<file path="src/hdl/priority_schedule_timing_macros.svh">
// Assertion macros shared by the priority scheduler RTL
`ifndef PRIORITY_SCHEDULE_TIMING_MACROS_SVH
`define PRIORITY_SCHEDULE_TIMING_MACROS_SVH

// Same-cycle implication, quiet during reset
`define PST_ASSERT_NOW(label, clk, rst_n, ante, cons, msg) \
    label: assert property (@(posedge clk) disable iff (!rst_n) (ante) |-> (cons)) \
        else $error(msg);

// Next-cycle implication, quiet during reset
`define PST_ASSERT_NEXT(label, clk, rst_n, ante, cons, msg) \
    label: assert property (@(posedge clk) disable iff (!rst_n) (ante) |=> (cons)) \
        else $error(msg);

`endif

</file>
<file path="src/hdl/psched_pkg.sv">
// Types, sizes and helper functions of the priority scheduler
`timescale 1ns / 1ps
`default_nettype none

package psched_pkg;

    localparam int MAX_PROCS = 16;
    // Width of the record count, holds MAX_PROCS
    localparam int CNT_W     = $clog2(MAX_PROCS + 1);
    // Schedule clock never exceeds (MAX_PROCS + 1) * 65535
    localparam int CLK_W     = 16 + $clog2(MAX_PROCS + 2);
    localparam int SUM_W     = CLK_W + $clog2(MAX_PROCS + 1);
    localparam int DVD_W     = SUM_W + 8;
    localparam int DCNT_W    = $clog2(DVD_W + 1);
    localparam int EXT_W     = (DVD_W > 29) ? DVD_W : 29;

    localparam logic [19:0] WAIT_MAX = 20'hFFFFF;
    localparam logic [20:0] TURN_MAX = 21'h1FFFFF;
    localparam logic [27:0] AVGW_MAX = 28'hFFFFFFF;
    localparam logic [28:0] AVGT_MAX = 29'h1FFFFFFF;

    typedef struct packed {
        logic [3:0]  proc_id;
        logic [15:0] arrival_time;
        logic [15:0] run_time;
        logic [7:0]  prio_value;
        logic        last_in;
    } t_in;

    typedef struct packed {
        logic [3:0]  out_id;
        logic [15:0] out_arrival;
        logic [15:0] out_run;
        logic [7:0]  out_prio;
        logic [19:0] wait_time;
        logic [20:0] turnaround_time;
        logic [27:0] avg_wait_q8;
        logic [28:0] avg_turn_q8;
        logic        last_out;
    } t_out;

    typedef struct packed {
        logic [3:0]  id;
        logic [15:0] arr;
        logic [15:0] run;
        logic [7:0]  pri;
    } t_rec;

    typedef struct packed {
        logic valid;
        t_rec rec;
    } t_slot;

    typedef struct packed {
        logic ins;
        logic shift;
    } t_cell_ctl;

    function automatic logic [19:0] sat_wait(input logic [CLK_W-1:0] v);
        logic [EXT_W-1:0] x;
        x = EXT_W'(v);
        return (x > EXT_W'(WAIT_MAX)) ? WAIT_MAX : x[19:0];
    endfunction

    function automatic logic [20:0] sat_turn(input logic [CLK_W-1:0] v);
        logic [EXT_W-1:0] x;
        x = EXT_W'(v);
        return (x > EXT_W'(TURN_MAX)) ? TURN_MAX : x[20:0];
    endfunction

    function automatic logic [27:0] sat_avgw(input logic [DVD_W-1:0] v);
        logic [EXT_W-1:0] x;
        x = EXT_W'(v);
        return (x > EXT_W'(AVGW_MAX)) ? AVGW_MAX : x[27:0];
    endfunction

    function automatic logic [28:0] sat_avgt(input logic [DVD_W-1:0] v);
        logic [EXT_W-1:0] x;
        x = EXT_W'(v);
        return (x > EXT_W'(AVGT_MAX)) ? AVGT_MAX : x[28:0];
    endfunction

endpackage

`default_nettype wire

</file>
<file path="src/hdl/psched_cell.sv">
// One slot of the sorted insertion chain
`timescale 1ns / 1ps
`default_nettype none

module psched_cell (
    input  wire logic                  i_clk,
    input  wire logic                  i_rst_n,
    input  wire psched_pkg::t_cell_ctl i_ctl,
    input  wire psched_pkg::t_rec      i_new,
    input  wire logic                  i_prev_keep,
    input  wire psched_pkg::t_slot     i_left,
    input  wire psched_pkg::t_slot     i_right,
    output      psched_pkg::t_slot     o_slot,
    output      logic                  o_keep
);
    import psched_pkg::*;

    logic r_valid;
    t_rec r_rec;
    logic keep;

    // Hold the entry when it ranks at or before the new item (ties keep entry order)
    assign keep = r_valid && (r_rec.pri <= i_new.pri);

    // Valid bit: take right neighbour on drain, new or left neighbour on insert
    always_ff @(posedge i_clk) begin
        if (!i_rst_n) begin
            r_valid <= 1'b0;
        end else if (i_ctl.shift) begin
            r_valid <= i_right.valid;
        end else if (i_ctl.ins && !keep) begin
            r_valid <= i_prev_keep ? 1'b1 : i_left.valid;
        end
    end

    // Record payload follows the same choice
    always_ff @(posedge i_clk) begin
        if (i_ctl.shift) begin
            r_rec <= i_right.rec;
        end else if (i_ctl.ins && !keep) begin
            r_rec <= i_prev_keep ? i_new : i_left.rec;
        end
    end

    assign o_slot = '{valid: r_valid, rec: r_rec};
    assign o_keep = keep;

endmodule

`default_nettype wire

</file>
<file path="src/hdl/psched_div.sv">
// Restoring divider, one quotient bit per cycle, for the schedule averages
`timescale 1ns / 1ps
`default_nettype none

module psched_div (
    input  wire logic                          i_clk,
    input  wire logic                          i_rst_n,
    input  wire logic                          i_start,
    input  wire logic [psched_pkg::DVD_W-1:0]  i_dvd,
    input  wire logic [psched_pkg::CNT_W-1:0]  i_dvs,
    output      logic                          o_done,
    output      logic [psched_pkg::DVD_W-1:0]  o_quo
);
    import psched_pkg::*;

    logic              r_run;
    logic              r_done;
    logic [DCNT_W-1:0] r_cnt;
    logic [CNT_W-1:0]  r_dvs;
    logic [CNT_W-1:0]  r_rem;
    logic [DVD_W-1:0]  r_quo;
    logic [CNT_W:0]    trial;
    logic              fits;

    // Bring down the next dividend bit and test against the divisor
    assign trial = {r_rem, r_quo[DVD_W-1]};
    assign fits  = trial >= {1'b0, r_dvs};

    // Control: step count and completion pulse
    always_ff @(posedge i_clk) begin
        if (!i_rst_n) begin
            r_run  <= 1'b0;
            r_done <= 1'b0;
            r_cnt  <= '0;
        end else begin
            r_done <= 1'b0;
            if (i_start) begin
                r_run <= 1'b1;
                r_cnt <= DCNT_W'(DVD_W);
            end else if (r_run) begin
                r_cnt <= r_cnt - 1'b1;
                if (r_cnt == DCNT_W'(1)) begin
                    r_run  <= 1'b0;
                    r_done <= 1'b1;
                end
            end
        end
    end

    // Datapath: remainder and quotient shift register
    always_ff @(posedge i_clk) begin
        if (i_start) begin
            r_dvs <= i_dvs;
            r_rem <= '0;
            r_quo <= i_dvd;
        end else if (r_run) begin
            r_rem <= fits ? CNT_W'(trial - {1'b0, r_dvs}) : trial[CNT_W-1:0];
            r_quo <= {r_quo[DVD_W-2:0], fits};
        end
    end

    assign o_done = r_done;
    assign o_quo  = r_quo;

endmodule

`default_nettype wire

</file>
<file path="src/hdl/priority_schedule_timing.sv">
// Top level of the non-preemptive priority scheduler
//
// Records are taken one per cycle while o_busy is low; each is placed into a
// sorted chain of MAX_PROCS cells in the cycle it is accepted, ordered by
// ascending priority with ties in entry order. The item with last_in set, or
// the one that fills the chain, closes the set and raises o_busy. The chain
// then drains one cell per cycle through the timing unit, so results 1 to n-1
// come on consecutive cycles after acceptance of the closing item. The last
// result waits for the shift-subtract divider that forms both averages and
// is registered when the divider reports done; o_busy falls as it is shown.
// Each result stands for exactly one cycle under o_strobe: the receiver cannot
// stall and must take every one.
`timescale 1ns / 1ps
`default_nettype none

`include "priority_schedule_timing_macros.svh"

module priority_schedule_timing (
    input  wire logic            i_clk,
    input  wire logic            i_rst_n,
    input  wire logic            i_start,
    input  wire psched_pkg::t_in i_in,
    output      logic            o_busy,
    output      logic            o_strobe,
    output      psched_pkg::t_out o_out
);
    import psched_pkg::*;

    typedef enum logic [1:0] {
        S_LOAD,
        S_DRAIN,
        S_DIV
    } t_state;

    t_state           r_state;
    logic [CNT_W-1:0] r_count;
    logic [CNT_W-1:0] r_left;
    logic [CNT_W-1:0] r_n;
    logic [CLK_W-1:0] r_clock;
    logic [SUM_W-1:0] r_sum_w;
    logic [SUM_W-1:0] r_sum_t;
    logic             r_strobe;
    t_out             r_out;
    t_out             r_final;

    logic             accept;
    logic             close_set;
    t_cell_ctl        ctl;
    t_rec             new_rec;
    t_slot            slots [MAX_PROCS];
    logic             keeps [MAX_PROCS];
    t_rec             head;
    logic [CLK_W-1:0] arr_ext;
    logic [CLK_W-1:0] start_t;
    logic [CLK_W-1:0] fin_t;
    logic [CLK_W-1:0] wait_t;
    logic [CLK_W-1:0] turn_t;
    logic [SUM_W-1:0] n_sum_w;
    logic [SUM_W-1:0] n_sum_t;
    t_out             cur_out;
    t_out             closing_out;
    t_out             avg_out;
    logic             div_start;
    logic             divw_done;
    logic             divt_done;
    logic [DVD_W-1:0] quo_w;
    logic [DVD_W-1:0] quo_t;

    assign o_busy    = (r_state != S_LOAD);
    assign accept    = i_start && !o_busy;
    assign close_set = i_in.last_in || (r_count == CNT_W'(MAX_PROCS - 1));

    assign new_rec = '{id: i_in.proc_id, arr: i_in.arrival_time,
                       run: i_in.run_time, pri: i_in.prio_value};

    // Insert on accept, shift towards the head while draining
    assign ctl = '{ins: accept, shift: (r_state == S_DRAIN)};

    // Build the chain of cells
    for (genvar g = 0; g < MAX_PROCS; g++) begin : g_cell
        logic  prev_keep;
        t_slot left_slot;
        t_slot right_slot;

        if (g == 0) begin : g_first
            assign prev_keep = 1'b1;
            assign left_slot = '0;
        end else begin : g_mid
            assign prev_keep = keeps[g-1];
            assign left_slot = slots[g-1];
        end

        if (g == MAX_PROCS - 1) begin : g_last
            assign right_slot = '0;
        end else begin : g_inner
            assign right_slot = slots[g+1];
        end

        psched_cell u_cell (
            .i_clk       (i_clk),
            .i_rst_n     (i_rst_n),
            .i_ctl       (ctl),
            .i_new       (new_rec),
            .i_prev_keep (prev_keep),
            .i_left      (left_slot),
            .i_right     (right_slot),
            .o_slot      (slots[g]),
            .o_keep      (keeps[g])
        );
    end

    // Time the record at the head of the chain
    assign head    = slots[0].rec;
    assign arr_ext = CLK_W'(head.arr);
    assign start_t = (r_clock > arr_ext) ? r_clock : arr_ext;
    assign fin_t   = start_t + CLK_W'(head.run);
    assign wait_t  = start_t - arr_ext;
    assign turn_t  = fin_t - arr_ext;
    assign n_sum_w = r_sum_w + SUM_W'(wait_t);
    assign n_sum_t = r_sum_t + SUM_W'(turn_t);

    assign cur_out = '{out_id: head.id, out_arrival: head.arr, out_run: head.run,
                       out_prio: head.pri, wait_time: sat_wait(wait_t),
                       turnaround_time: sat_turn(turn_t), avg_wait_q8: '0,
                       avg_turn_q8: '0, last_out: 1'b0};

    // Mark the final record and attach the averages to it
    always_comb begin
        closing_out          = cur_out;
        closing_out.last_out = 1'b1;
        avg_out              = r_final;
        avg_out.avg_wait_q8  = sat_avgw(quo_w);
        avg_out.avg_turn_q8  = sat_avgt(quo_t);
    end

    // Start both averages once the final record is timed
    assign div_start = (r_state == S_DRAIN) && (r_left == CNT_W'(1));

    psched_div u_div_wait (
        .i_clk   (i_clk),
        .i_rst_n (i_rst_n),
        .i_start (div_start),
        .i_dvd   ({n_sum_w, 8'h00}),
        .i_dvs   (r_n),
        .o_done  (divw_done),
        .o_quo   (quo_w)
    );

    psched_div u_div_turn (
        .i_clk   (i_clk),
        .i_rst_n (i_rst_n),
        .i_start (div_start),
        .i_dvd   ({n_sum_t, 8'h00}),
        .i_dvs   (r_n),
        .o_done  (divt_done),
        .o_quo   (quo_t)
    );

    // Sequencer: load, drain, divide; results registered here
    always_ff @(posedge i_clk) begin
        if (!i_rst_n) begin
            r_state  <= S_LOAD;
            r_count  <= '0;
            r_left   <= '0;
            r_n      <= '0;
            r_clock  <= '0;
            r_sum_w  <= '0;
            r_sum_t  <= '0;
            r_strobe <= 1'b0;
            r_out    <= '0;
            r_final  <= '0;
        end else begin
            r_strobe <= 1'b0;
            case (r_state)
                S_LOAD: begin
                    if (accept) begin
                        if (close_set) begin
                            r_left  <= r_count + 1'b1;
                            r_n     <= r_count + 1'b1;
                            r_count <= '0;
                            r_clock <= '0;
                            r_sum_w <= '0;
                            r_sum_t <= '0;
                            r_state <= S_DRAIN;
                        end else begin
                            r_count <= r_count + 1'b1;
                        end
                    end
                end
                S_DRAIN: begin
                    r_clock <= fin_t;
                    r_sum_w <= n_sum_w;
                    r_sum_t <= n_sum_t;
                    r_left  <= r_left - 1'b1;
                    if (r_left == CNT_W'(1)) begin
                        r_final <= closing_out;
                        r_state <= S_DIV;
                    end else begin
                        r_out    <= cur_out;
                        r_strobe <= 1'b1;
                    end
                end
                S_DIV: begin
                    if (divw_done) begin
                        r_out    <= avg_out;
                        r_strobe <= 1'b1;
                        r_state  <= S_LOAD;
                    end
                end
                default: begin
                    r_state <= S_LOAD;
                end
            endcase
        end
    end

    assign o_strobe = r_strobe;
    assign o_out    = r_out;

    // Checks on the sequencer
    `PST_ASSERT_NOW(a_last_frees, i_clk, i_rst_n, o_strobe && o_out.last_out, !o_busy, "busy at end")
    `PST_ASSERT_NEXT(a_close_busy, i_clk, i_rst_n, accept && i_in.last_in, o_busy, "close not busy")
    `PST_ASSERT_NOW(a_head_valid, i_clk, i_rst_n, r_state == S_DRAIN, slots[0].valid, "empty head")
    `PST_ASSERT_NOW(a_div_pair, i_clk, i_rst_n, divw_done || divt_done, divw_done && divt_done, "div skew")

endmodule

`default_nettype wire
</file>
<file path="config.mk">
export PLATFORM = sky130hd
export DESIGN_NAME = priority_schedule_timing
export DESIGN_NICKNAME = d
export VERILOG_FILES = /design/src/hdl/psched_pkg.sv /design/src/hdl/psched_cell.sv /design/src/hdl/psched_div.sv /design/src/hdl/priority_schedule_timing.sv
export VERILOG_INCLUDE_DIRS = /design/src /design/src/hdl
export SDC_FILE = /design/constraint.sdc
export NUM_CORES = 2
export LEC_CHECK = 0
export BUFFER_PORTS_ARGS = -buffer_cell sky130_fd_sc_hd__buf_2
export CAP_MARGIN = 10
export CORE_UTILIZATION = 40
export CTS_BUF_LIST = sky130_fd_sc_hd__clkbuf_16
export CTS_CLUSTER_DIAMETER = 150
export CTS_CLUSTER_SIZE = 16
export DETAILED_ROUTE_END_ITERATION = 6
export GPL_TIMING_DRIVEN = 0
export HOLD_SLACK_MARGIN = 0.08
export PLACE_DENSITY = 0.66
export SLEW_MARGIN = 10
export SYNTH_ARGS = -nofsm -noshare
export SYNTH_HDL_FRONTEND = slang
export SYNTH_HIERARCHICAL = 1
export SYNTH_SLANG_ARGS = --single-unit
export TNS_END_PERCENT = 5
</file>
<file path="constraint.sdc">
create_clock -name i_clk -period 10.8 [get_ports i_clk]
set_input_delay 0.54 -clock i_clk [delete_from_list [all_inputs] [get_ports i_clk]]
set_output_delay 0.54 -clock i_clk [all_outputs]
set_load 0.005 [all_outputs]
</file>
==> metrics.cfg <==
[route]
wl_met2_mm=78.3
drt-wirelength-per-cell_microns=19.4
met3_wirelength_mm=9.34
drc=0
vias_per_cell=5.35
m1WireLength_mm=72.7
drt-initial-drc-count=3765
vias=46100
postRouteAntennaNets=0
highest_layer=met4
dr.pass1.iters=5
wirelength_mm=167

[sta]
fmaxAchievable_mhz=100
rsz0062_at_grt=no
fin_tns_setup_ns=0
hold_viol=0
finalCriticalPeriod_ns=10.00
finalWorstSetupSlack_ns=0.798
slew_headroom=0.175
fin_skew_ns=0.0164
final_max_slew_viol_count=0
finalSetupViolCount=0
finalCritPeriodShare=0.926
tightest_slew_ns=1.24

[setup_path]
critPathTopFamily=compound AO/OA/AOI/OAI gates
crit_path_top_delay_cell=nor3_2
critPathArrivalTime_ns=10.44
start_kind=flop
worst-path-max-fanout=10
crit_type=flop to flop
cp-end-kind=flop
critPathMaxStageDelay_ns=0.75
worst-path-buf-inv=2
cp.required_ns=11.23

[clock_network]
hold_buffers=0
cts_buffer_depth=3
h-tree-depth=3
cts-resized-gates=0
cts-root-buf=clkbuf_16
cts_sinks=1143
clk_pin_slew_ns=0.08
clk_latency_ns=0.69
cts_tree=built
numCtsBuffers=81
post_cts_buffers=0

[floorplan]
rows=144
die_h_microns=396
die_w_microns=396
die_area_sq_um=157000
io_pins=193
coreArea_sq_um=154000
initial_utilization=0.403

[worst_hold_path]
hold_path.class=primary input to flop

[yosys]
synth.avg_cell_area_sq_um=10.1
yosys_warnings=6
netlist_area_sq_um=62000
synth_cells=6119

[cells_and_area]
fin_cells=8609
drive_above_1_share=0.0897
nets=6829
syn_to_final_growth_pct=10.9
post-route-util=0.447

[outcome]
outcome=finished, final reports clean

[placement]
gp_congestion=0.953
port_buffers=192
place_inst=8478
pre_cts_slack_ns=1.00
dp_hpwl_mm=133

[global_route]
grt_pass1_vias=45100
grt_max_degree=50
track_usage=0.207
gr-total-overflow=0
grt_pass1_wl_mm=257
antenna_found_initial=3

[run]
drv_cap=0

## cell usage in the layout, fill, tap and decap left out, drive strengths merged, types with 7 or more instances in the layout
| master | n |
|---|---|
| fa | 7 |
| o311ai | 8 |
| inv | 299 |
| a22oi | 46 |
| a31oi | 27 |
| a21oi | 259 |
| o31a | 7 |
| mux2 | 85 |
| xor2 | 34 |
| and2 | 10 |
| o311a | 19 |
| a21boi | 10 |
| o21bai | 28 |
| a22o | 19 |
| nand2 | 1003 |
| or3 | 27 |
| xnor2 | 73 |
| o31ai | 8 |
| dfxtp | 361 |
| and3 | 17 |
| buf | 335 |
| clkbuf | 352 |
| conb | 107 |
| nand3 | 39 |
| o21a | 22 |
| edfxtp | 782 |
| nor2 | 245 |
| a21o | 41 |
| nand4 | 36 |
| o21ai | 932 |
| nand2b | 39 |
| ha | 256 |
| nor2b | 34 |
| nor3 | 48 |
| mux2i | 748 |
| a211oi | 69 |
| o211ai | 49 |
## routing by layer
metal | GRT usage | up-vias
met5 | 0 | -
met4 | 0.0815 | 0
met3 | 0.0221 | 265
met2 | 0.350 | 1449
met1 | 0.272 | 21700
li1 | - | 22700
## layout make-up
cell class | instances | area [sq um]
multi-input cells | 4432 | 29100
clock buffers | 82 | 2050
fillers | 14800 | 85200
repair buffers | 211 | 1360
inverters | 255 | 957
clock inverters | 46 | 229
flip-flops and latches | 1143 | 30700
diodes | 2 | 5.00
plain buffers | 394 | 1820
well taps | 2044 | 2560
## worst register-to-register path, delay by kind of cell, from the launching register on
| family | cells | cell delay, ns |
|---|---|---|
| AOI/OAI and AO/OA | 17 | 3.87 |
| and+or+nand+nor | 8 | 2.28 |
| adders and majority gates | 4 | 1.33 |
| muxes | 2 | 0.70 |
| buffers and inverters | 2 | 0.62 |
| DFF | 1 | 0.58 |
| xor gates and xnor gates | 2 | 0.41 |
## final timing paths
path	depth (start not counted)	slack, ns	from	endpoint
worst min-delay path	4	0.22	i_in[0]	r_count[2]$_SDFFE_PN0P_
worst max register to register	35	0.80	g_cell[0].u_cell/o_slot[25]$_DFFE_PP_	u_div_turn/o_quo[32]$_DFFE_PP_
worst min register to register	2	0.45	o_out[32]$_SDFFE_PN0P_	o_out[32]$_SDFFE_PN0P_
worst max-delay path	35	0.80	g_cell[0].u_cell/o_slot[25]$_DFFE_PP_	u_div_turn/o_quo[32]$_DFFE_PP_
## registers in the layout, indices dropped and copies added, names as in the netlist, 6 cells and up
name	flops
r_sum_t	26
u_div_turn/r_cnt	6
avg_out	86
g_cell.u_cell/r_valid	16
u_div_turn/o_quo	34
u_div_wait/r_cnt	6
o_out	143
g_cell.u_cell/o_slot	704
r_sum_w	26
u_div_wait/o_quo	34
r_clock	21
## metrics by stage
step | hold WS (ns) | instance area (sq um)
floorplan | 0.425 | 62400
global placement | 0.439 | 65900
detailed placement | 0.442 | 66500
CTS | 0.161 | 68800
global route | 0.193 | 68800
finish | 0.225 | 68800
Power is not shown: default switching activity piles up to over one toggle a cycle in this logic, so the estimate is an artifact.
